<file path="config.mk">
export PLATFORM = sky130hd
export DESIGN_NAME = imu_angle_frame_parser
export DESIGN_NICKNAME = d
export VERILOG_FILES = /design/src/hdl/imu_afp_pkg.sv /design/src/hdl/imu_afp_regs.sv /design/src/hdl/imu_afp_framer.sv /design/src/hdl/imu_angle_frame_parser.sv
export SDC_FILE = /design/constraint.sdc
export NUM_CORES = 1
export LEC_CHECK = 0
export ABC_AREA = 1
export BUFFER_PORTS_ARGS = -buffer_cell sky130_fd_sc_hd__buf_4
export CAP_MARGIN = 20
export CORE_AREA = 8 8 122 124
export CTS_CLUSTER_DIAMETER = 30
export DETAILED_ROUTE_END_ITERATION = 7
export DIE_AREA = 0 0 130 132
export PLACE_DENSITY = 0.74
export SKIP_CTS_REPAIR_TIMING = 1
export SLEW_MARGIN = 5
export SYNTH_ARGS = -nofsm -noshare
export SYNTH_HDL_FRONTEND = slang
export SYNTH_SLANG_ARGS = --single-unit
export TNS_END_PERCENT = 50
</file>
<file path="constraint.sdc">
create_clock -name clk -period 3.8 [get_ports clk]
set_clock_uncertainty 0.2 [all_clocks]
set_input_delay 0.57 -clock clk [delete_from_list [all_inputs] [get_ports clk]]
set_output_delay 0.57 -clock clk [all_outputs]
set_load 0.05 [all_outputs]
</file>
<file path="src/hdl/imu_afp_pkg.sv">
// Package of the IMU angle frame parser: register map, reset values and types.
// Used by the register file, the framer and the top level; depends on nothing.
`timescale 1ns / 1ps

package imu_afp_pkg;

    // Configuration port geometry: two 8-bit registers in 32-bit words at byte addresses 0 and 4.
    localparam int PADDR_W = 3;
    localparam int PDATA_W = 32;

    // Register index as decoded from paddr bit 2.
    localparam logic REG_HEADER_BYTE     = 1'b0;
    localparam logic REG_ANGLE_TYPE_CODE = 1'b1;

    // Register reset values.
    localparam logic [7:0] HEADER_BYTE_RESET     = 8'h55;
    localparam logic [7:0] ANGLE_TYPE_CODE_RESET = 8'h53;

    // Frame layout.
    localparam int PAYLOAD_BYTES = 8;
    localparam int PAYLOAD_START = 2;
    localparam int COUNT_W       = 4;

    // Current configuration, handed from the register file to the framer.
    typedef struct packed {
        logic [7:0] header_byte;
        logic [7:0] angle_type_code;
    } afp_cfg_t;

    // One unpacked angle frame.
    typedef struct packed {
        logic signed [15:0] angle_x;
        logic signed [15:0] angle_y;
        logic signed [15:0] angle_z;
        logic signed [15:0] temperature_raw;
    } afp_result_t;

endpackage

</file>
<file path="src/hdl/imu_afp_regs.sv">
// APB-style configuration registers of the IMU angle frame parser.
// Depends on imu_afp_pkg for the register map and reset values.
`timescale 1ns / 1ps

module imu_afp_regs
(
    input  logic                         clk,
    input  logic                         rst_n,
    input  logic                         psel,
    input  logic                         penable,
    input  logic                         pwrite,
    input  logic [imu_afp_pkg::PADDR_W-1:0] paddr,
    input  logic [imu_afp_pkg::PDATA_W-1:0] pwdata,
    output logic [imu_afp_pkg::PDATA_W-1:0] prdata,
    output logic                         pready,
    output imu_afp_pkg::afp_cfg_t        cfg
);
    import imu_afp_pkg::*;

    logic [7:0] header_byte_reg;
    logic [7:0] angle_type_code_reg;
    logic       wr_en;
    logic       reg_sel;

    // Zero wait states: every access completes in its access cycle.
    assign pready  = 1'b1;
    assign wr_en   = psel && penable && pwrite;
    assign reg_sel = paddr[2];

    // Register writes; the low address bits are not decoded.
    always_ff @(posedge clk or negedge rst_n)
    begin
        if (!rst_n)
        begin
            header_byte_reg     <= HEADER_BYTE_RESET;
            angle_type_code_reg <= ANGLE_TYPE_CODE_RESET;
        end
        else if (wr_en)
        begin
            case (reg_sel)
                REG_HEADER_BYTE:     header_byte_reg     <= pwdata[7:0];
                REG_ANGLE_TYPE_CODE: angle_type_code_reg <= pwdata[7:0];
                default:             header_byte_reg     <= header_byte_reg;
            endcase
        end
    end

    // Read data mux.
    always_comb
    begin
        case (reg_sel)
            REG_HEADER_BYTE:     prdata = {{(PDATA_W-8){1'b0}}, header_byte_reg};
            REG_ANGLE_TYPE_CODE: prdata = {{(PDATA_W-8){1'b0}}, angle_type_code_reg};
            default:             prdata = '0;
        endcase
    end

    assign cfg.header_byte     = header_byte_reg;
    assign cfg.angle_type_code = angle_type_code_reg;

endmodule

</file>
<file path="src/hdl/imu_afp_framer.sv">
// Frame assembly of the IMU angle frame parser: byte counter, type and payload store.
// Depends on imu_afp_pkg for the configuration and result types.
`timescale 1ns / 1ps

module imu_afp_framer
#(
    parameter int FRAME_LENGTH = 11
)
(
    input  logic                     clk,
    input  logic                     rst_n,
    input  logic                     step,
    input  logic [7:0]               rx_byte,
    input  imu_afp_pkg::afp_cfg_t    cfg,
    output logic                     res_valid,
    output imu_afp_pkg::afp_result_t res
);
    import imu_afp_pkg::*;

    localparam logic [COUNT_W:0] LAST_POS = (COUNT_W+1)'(FRAME_LENGTH - 1);

    logic [COUNT_W-1:0] byte_count_reg;
    logic [COUNT_W-1:0] byte_count_next;
    logic [7:0]         frame_type_reg;
    logic [7:0]         payload_reg [PAYLOAD_BYTES];
    logic               in_hunt;
    logic               is_type;
    logic               is_payload;
    logic               is_close;
    logic [2:0]         payload_idx;
    logic [COUNT_W-1:0] pos_minus_start;

    // Decode the position of the incoming byte within the frame.
    assign in_hunt         = (byte_count_reg == '0);
    assign is_type         = (byte_count_reg == COUNT_W'(1));
    assign is_payload      = (byte_count_reg >= COUNT_W'(PAYLOAD_START)) &&
                             (byte_count_reg <  COUNT_W'(PAYLOAD_START + PAYLOAD_BYTES));
    assign is_close        = !in_hunt && ({1'b0, byte_count_reg} >= LAST_POS);
    assign pos_minus_start = byte_count_reg - COUNT_W'(PAYLOAD_START);
    assign payload_idx     = pos_minus_start[2:0];

    // Next byte count: open on a header, count through the frame, clear at its end.
    always_comb
    begin
        if (in_hunt)
            byte_count_next = (rx_byte == cfg.header_byte) ? COUNT_W'(1) : '0;
        else if (is_close)
            byte_count_next = '0;
        else
            byte_count_next = byte_count_reg + COUNT_W'(1);
    end

    always_ff @(posedge clk or negedge rst_n)
    begin
        if (!rst_n)
            byte_count_reg <= '0;
        else if (step)
            byte_count_reg <= byte_count_next;
    end

    // Type and payload store; every frame rewrites all of it before closing.
    always_ff @(posedge clk)
    begin
        if (step && is_type)
            frame_type_reg <= rx_byte;
        if (step && is_payload)
            payload_reg[payload_idx] <= rx_byte;
    end

    // The result: the last byte closes an angle frame; the payload is already held.
    assign res_valid           = step && is_close && (frame_type_reg == cfg.angle_type_code);
    assign res.angle_x         = {payload_reg[1], payload_reg[0]};
    assign res.angle_y         = {payload_reg[3], payload_reg[2]};
    assign res.angle_z         = {payload_reg[5], payload_reg[4]};
    assign res.temperature_raw = {payload_reg[7], payload_reg[6]};

endmodule

</file>
<file path="src/hdl/imu_angle_frame_parser.sv">
// Top level of the IMU angle frame parser: input register, framer, result register.
// Depends on imu_afp_pkg, imu_afp_regs and imu_afp_framer.
`timescale 1ns / 1ps

// Usage
// The input channel (in_valid, in_stall, rx_byte) takes one received byte per
// item. The block hunts for frames of FRAME_LENGTH bytes opening with the
// header byte; a frame whose type byte matches the angle type code gives one
// result item on the output channel (out_valid, out_stall, angle_x, angle_y,
// angle_z, temperature_raw). Other frames and stray bytes give nothing.
// Throughput: one byte per cycle unless a result is stalled; the input
// register and the result register let a new byte enter while a finished
// result waits to be taken. When the receiver stalls with a result pending,
// the input register fills and in_stall rises on the next byte; no byte or
// result is lost. Reset (rst_n, asynchronous, active low) empties both
// registers, restarts the header hunt and loads header 0x55 and angle type
// 0x53. Registers must be written through the APB-style port at byte addresses
// 0 and 4, by the user only while idle; the block does not enforce it.
module imu_angle_frame_parser
#(
    parameter int FRAME_LENGTH = 11
)
(
    input  logic                            clk,
    input  logic                            rst_n,
    input  logic                            psel,
    input  logic                            penable,
    input  logic                            pwrite,
    input  logic [imu_afp_pkg::PADDR_W-1:0] paddr,
    input  logic [imu_afp_pkg::PDATA_W-1:0] pwdata,
    output logic [imu_afp_pkg::PDATA_W-1:0] prdata,
    output logic                            pready,
    input  logic                            in_valid,
    output logic                            in_stall,
    input  logic [7:0]                      rx_byte,
    output logic                            out_valid,
    input  logic                            out_stall,
    output logic signed [15:0]              angle_x,
    output logic signed [15:0]              angle_y,
    output logic signed [15:0]              angle_z,
    output logic signed [15:0]              temperature_raw
);
    import imu_afp_pkg::*;

    afp_cfg_t    cfg;
    afp_result_t res;
    afp_result_t out_reg;
    logic        res_valid;
    logic        in_valid_reg;
    logic [7:0]  in_byte_reg;
    logic        out_valid_reg;
    logic        out_blocked;
    logic        advance;
    logic        in_take;

    imu_afp_regs u_regs
    (
        .clk     (clk),
        .rst_n   (rst_n),
        .psel    (psel),
        .penable (penable),
        .pwrite  (pwrite),
        .paddr   (paddr),
        .pwdata  (pwdata),
        .prdata  (prdata),
        .pready  (pready),
        .cfg     (cfg)
    );

    // Handshake: the held byte moves on unless a result is stuck at the output.
    assign out_blocked = out_valid_reg && out_stall;
    assign advance     = in_valid_reg && !out_blocked;
    assign in_stall    = in_valid_reg && out_blocked;
    assign in_take     = in_valid && !in_stall;

    // Input register.
    always_ff @(posedge clk or negedge rst_n)
    begin
        if (!rst_n)
            in_valid_reg <= 1'b0;
        else if (in_take)
            in_valid_reg <= 1'b1;
        else if (advance)
            in_valid_reg <= 1'b0;
    end

    always_ff @(posedge clk)
    begin
        if (in_take)
            in_byte_reg <= rx_byte;
    end

    imu_afp_framer #(.FRAME_LENGTH(FRAME_LENGTH)) u_framer
    (
        .clk       (clk),
        .rst_n     (rst_n),
        .step      (advance),
        .rx_byte   (in_byte_reg),
        .cfg       (cfg),
        .res_valid (res_valid),
        .res       (res)
    );

    // Result register.
    always_ff @(posedge clk or negedge rst_n)
    begin
        if (!rst_n)
            out_valid_reg <= 1'b0;
        else if (!out_blocked)
            out_valid_reg <= res_valid;
    end

    always_ff @(posedge clk)
    begin
        if (res_valid)
            out_reg <= res;
    end

    assign out_valid       = out_valid_reg;
    assign angle_x         = out_reg.angle_x;
    assign angle_y         = out_reg.angle_y;
    assign angle_z         = out_reg.angle_z;
    assign temperature_raw = out_reg.temperature_raw;

endmodule

</file>
# Yosys cells after proc, flatten, opt, wreduce, memory -nomap -nowiden
# Memory sizes are Yosys's and may differ from the RTL's. A register that Yosys moved wholly into a read port is not among the register bits.
# Cells that the tools add are included.
# op_classes
addsub	2
n_lt_le_gt_ge	3
eq_ne	3
muxes	8
bitwise_logic	1
reduce_logical	19
# op_table
operator	n
32-bit one-hot mux with 2 select lines	1
8-bit equality test	2
1-bit logical AND	12
4-bit 2-to-1 mux	2
1-bit 2-to-1 mux	5
4-bit by 1-bit adder with 4-bit output, second input constant	1
4-bit by 1-bit equality test with 1-bit output, second input constant	1
4-bit by 2-bit >= comparator with 1-bit output, second input constant	1
4-bit >= comparator, second input constant	1
4-bit logical NOT	1
4-bit less-than comparator, second input constant	1
2-bit AND reduction	2
1-bit logical NOT	3
3-bit by 2-bit subtractor with 3-bit output, second input constant	1
2-bit nonzero test	1
1-bit NOT	1
# word_totals
regBits	38
ram_bits	64
inputBits	50
output_inout_bits	99
mem_count	1
# memory_table
name	words	word_bits	rd	rd_clocked_by_memory_dff	wr	line_no	source
u_framer.payload_reg	8	8	8	8	1	imu_afp_framer.sv:25	logic [7:0] payload_reg [PAYLOAD_BYTES];

# Depth between registers and ports, before layout
# logic_depth
word_depth	6
depth_mapped	8
ltp_nobuf	8

# Cells and area by module
# Synthesis repeated with hierarchy kept, for this count alone.
# hier_totals
cells_unflattened	379
hier_area_um2	5958.2
# by_module_without_submodules
mod	n_inst	cells_each	area_each_um2	seq_area_each_um2
imu_afp_framer	1	171	2740.1	2262.2
imu_angle_frame_parser	1	83	2258.4	2212.1
imu_afp_regs	1	125	959.7	410.4

# Least setup slack after synthesis
# OpenSTA, ideal clock, no wires.
# synth_path
path_kind	register -> register
startpoint	register out_valid_reg, in the netlist out_valid
endpoint	register, netlist name angle_x[0]
setup_time_ps	486
arrival_ps	3702
required_ps	3114
path_slack_ps	-588
path_stages_with_launch	6
synth_period_minus_slack_ps	4388
path_cell_list	dfrtp_1 nand2_2 nand2_2 nor2_1 nand4_1 nor2_1
# synth_via
elab_chain_len	5
# synth_lines
item	line_no	source
start, declared	imu_angle_frame_parser.sv:51	logic out_valid_reg;
start signal, assigned	imu_angle_frame_parser.sv:110	out_valid_reg <= res_valid;
1-bit logical AND	imu_angle_frame_parser.sv:71	assign out_blocked = out_valid_reg && out_stall;
1-bit logical NOT	-	
1-bit logical AND	imu_angle_frame_parser.sv:72	assign advance = in_valid_reg && !out_blocked;
1-bit logical AND (2 in series)	imu_afp_framer.sv:71	assign res_valid = step && is_close && (frame_type_reg == cfg.angle_type_code);
net res_valid	imu_angle_frame_parser.sv:48	logic res_valid;
# The timed path passes the listed nets, and every way through them passes these cells.
# A chain may end at the register's enable or synchronous reset.

# Worst setup path after layout
# layout_path
startpoint	register u_framer.byte_count_reg[1]
endpoint	register, netlist name angle_x[7]
# layout_via
elab_chain_len	5
# layout_lines
item	line_no	source
start, declared	imu_afp_framer.sv:22	logic [COUNT_W-1:0] byte_count_reg;
start signal, assigned	imu_afp_framer.sv:58	byte_count_reg <= byte_count_next;
branches (longest 2 deep; another with 4-bit >= comparator)	-	
1-bit logical AND *	imu_afp_framer.sv:38	assign is_close = !in_hunt && ({1'b0, byte_count_reg} >= LAST_POS);
1-bit logical AND * (2 in series)	imu_afp_framer.sv:71	
net res_valid	imu_angle_frame_parser.sv:48	
# Mark *: on every way through the listed nets, which the timed path passes.

==> flow_results.org <==
** Clock network
- At the later pin of the worst-skew pair, clock insertion delay measures 420 ps.
- Counting the buffers created by CTS gives 17.
- Max clock buf depth :: 2
- TritonCTS built the clock tree.
- Buffer type at the clock tree root :: clkbuf_16
- H-tree depth :: 4
- Clk sink count :: about 170
- Clk pin slew, worst setup/hold paths :: 60 ps

** Timing
- Of the available clock period, the critical path in the final layout requires ~64%.
- Final critical delay including setup and external delays :: 2410 ps
- RSZ-0062 raised after global routing :: no
- For the pin with the worst max-slew slack, the measured transition is 734 ps.
- Setup violations remaining at the end of the flow were counted as 0.
- Timing would allow up to 414 MHz.
- For the final routed database, the setup TNS stands at 0 ps.
- The number of slew-limit violations in the final report came to 0.
- Headroom to the max-slew limit :: 50.9%
- Once routing completed, OpenROAD measured the worst setup slack at about 1400 ps.
- Final number of hold-violating endpoints :: 0

** Routing
- Using the TritonRoute via totals, the vias-per-cell ratio works out to 4.48.
- After detailed routing, the number of remaining DRC violations is 0.
- Routed signal wires occupy layers up through met4.
- For this block, wires on met1 add up to 4660 um.
- First drt pass iteration count :: 4
- Number of DRC markers in iteration 0 :: 225
- Detail Route Antenna Nets :: 0
- WL/cell :: 15.5 um
- The routed design uses 4890 um of met2 wire.
- Routed met3 length :: a little under 900 um
- Via count :: 3043
- Summed over all layers, the routed wires come to 10600 um.

** GRT
- Global routing used approximately 13% of the available tracks across all layers.
- Number of antenna violations at the first check in global routing :: 0
- Entering global routing, the biggest net connects 29 pins.
- The first global-routing pass estimated approximately 16000 um of wire.
- The via count of the first global-routing pass was approximately 3100.
- Global-route congestion overflow total :: 0

** Power and ir drop
- Clk pwr share :: 36.2%
- Switch Pwr :: 1150 uW
- The internal portion of the total power is approximately 3200 uW.
- IR analysis of the VDD net gives a maximum drop of between 0.0002 and 0.0003 V.
- Power density over the cells :: 593 mW/mm^2
- Of the total power, the share spent switching nets is 26.2%.
- Combinational share of power :: 11.5%
- In this run, flip-flops and latches consume 52.3% of the power.
- Leakage :: 0.00290 uW

** Die
- Vertical die dimension :: 132 um
- The die covers 0.0172 sq mm.
- The initialized floorplan defines 42 standard-cell rows.
- In this run the count of I/O pins placed on the die edge is 149.
- The floorplan step set the die width to 130 um.
- Core Box Area :: 0.0130 sq mm
- The initial utilization of the core area, before any placement, comes to 45.9%.

** Cells and area
- The net count of the finished layout is 546.
- Largest register FFs :: 64
- Share of cells above drive strength 1 :: 30.2%
- The area growth from synthesis to layout is 23.7%.
- Antenna Cells :: 0

** Logic synthesis
- Register bit count reported by yosys :: 166
- In this run the mean area of a mapped cell was 15.8 sq um.
- Number of different library cells in the post-synthesis netlist :: 26
- Yosys attributes the largest share of cell area to edfxtp_1, dfrtp_1, nand2_1.
- The top cell type by area accounts for 72.5% of the synthesized area.
- The share of the Yosys chip area taken by registers is 81.9%.
- Synthesis warning total :: 0
- Number of standard cells after synthesis :: 378
- Cell Area, Synth :: 0.00596 sq mm
- Most area-hungry cell type in the Yosys netlist :: edfxtp_1

** Critical path
- The critical path is of the reg -> reg type.
- Startpoint class of the critical path :: register
- Worst reg2reg endpoint :: angle_x[7]
- The worst register-to-register path begins at u_framer.byte_count_reg[1].
- Setup crit end kind :: register
- Reg2reg setup slack :: 1390 ps
- Required time of the critical path :: 3680 ps
- For the worst flop-to-flop path, the logic depth is 7.
- Of all nets on the critical path, the largest fanout is 28.
- Data on the critical path arrives at its endpoint at 2300 ps.

** Place
- Number of buffers added on ports :: 97
- Routability-driven placement finished with a final weighted congestion of roughly 0.81.
- Before CTS, the worst setup slack after placement is around 1100 ps.
- DP Wirelength :: 7370 um

** Hold path
- Worst Hold Path EP :: in_byte_reg[1]
- Counting instances, the worst hold path has a depth of 1.
- In this run the worst hold path is classified as in -> reg.
- Launch point of the worst hold path :: rx_byte[1]

** Status
- The run finished with clean final reports.

** Run
- Across the run, the number of max-cap violations was 0.
Yosys cell counts (all sizes together):
master  instances
dfrtp          14
xnor2           6
buf            27
nor2           22
nor3            5
xor2            3
conb            2
ha              4
nand2          73
a31oi           1
a21oi           1
clkbuf          1
nand4           2
and3            1
edfxtp        144
inv            33
nand3           2
clkinv          1
dfstp           8
o21ai          28
cell usage in the layout (no fill, tap or decap):
cell           synthesis  final
edfxtp_1             144    144
buf_4                 27     99
nand2_1               64     64
inv_1                 30     30
conb_1                 2     25
nor2_1                21     20
o21ai_1               17     17
clkbuf_16              0     17
dfrtp_1               14     14
o21ai_0               11     11
dfstp_2                8      8
nand2_2                7      7
xnor2_1                6      6
clkinv_4               1      4
nor3_1                 4      4
ha_1                   4      4
inv_2                  3      3
xor2_1                 3      3
clkinvlp_4             0      3
inv_6                  0      3
nand2_4                2      2
nand4_1                2      2
nand3_1                2      2
clkinv_1               0      2
nor2_2                 1      1
nor3_2                 1      1
nor2_4                 0      1
a21oi_1                1      1
and3_1                 1      1
a31oi_1                1      1
clkinv_2               0      1
bufinv_16              0      1
inv_8                  0      1
dlygate4sd3_1          0      1
power groups by stage:
stage	registers, uW	logic (uW)	clock network, uW
2_1_floorplan	2280	410	0
3_3_place_gp	2320	492	0
3_5_place_dp	2330	505	0
4_1_cts	2290	507	1620
5_1_grt	2310	564	1700
6_report	2290	503	1590
how the worst max path moves through the flow:
| stage | from | endpoint | slack [ps] | cells past startpoint |
|---|---|---|---|---|
| after floorplan | out_valid | angle_x[0] | 470 | 5 |
| after global placement | out_stall | angle_x[10] | 1190 | 7 |
| after detailed placement | out_stall | angle_x[10] | 1130 | 7 |
| after CTS | u_framer.byte_count_reg[1] | angle_x[11] | 1350 | 7 |
| after global routing | u_framer.byte_count_reg[1] | angle_x[7] | 1260 | 7 |
| final | u_framer.byte_count_reg[1] | angle_x[7] | 1390 | 7 |
critical path: stages, from the launching register on:
cell     delay, ps
dfrtp_1        430
inv_2          100
nand2_4        100
nand2_4         60
nor3_2         100
nand4_1        140
nor2_4         510
buf_4          430
layer usage:
| layer | vias to the layer above | track usage [%] |
|---|---|---|
| li1 | 1491 | - |
| met2 | 120 | 19.6 |
| met4 | 0 | 5.29 |
| met1 | 1418 | 16.0 |
| met5 | - | 0 |
| met3 | 14 | 4.61 |
cell families after synthesis:
logic type	after synthesis	share of synthesized area, %
compound gates	30	2.54
xor+xnor	9	1.32
fa+ha+maj	4	0.839
buf+inv	62	5.69
flops	166	81.9
other cells	2	0.126
simple gates	105	7.56
area by class of cell:
cell class	instances	area [sq um]
Fill cell	993	5600
Tap cell	176	220
Inverter	34	133
Clock inverter	14	129
Sequential cell	166	4880
Clock buffer	17	425
Multi-Input combinational cell	173	832
Timing Repair Buffer	100	753
per-stage QoR:
step	power, uW	cell area (sq um)	hold WS [ps]	utilization (%)	std cells
3_5_place_dp	2830	6810	205	52.5	648
3_3_place_gp	2810	6810	202	52.5	648
6_report	4380	7380	130	56.8	680
2_1_floorplan	2690	6050	74.4	-	401
5_1_grt	4570	7380	106	56.8	680
4_1_cts	4410	7370	-173	56.8	679
(Power assumes the default switching activity.)
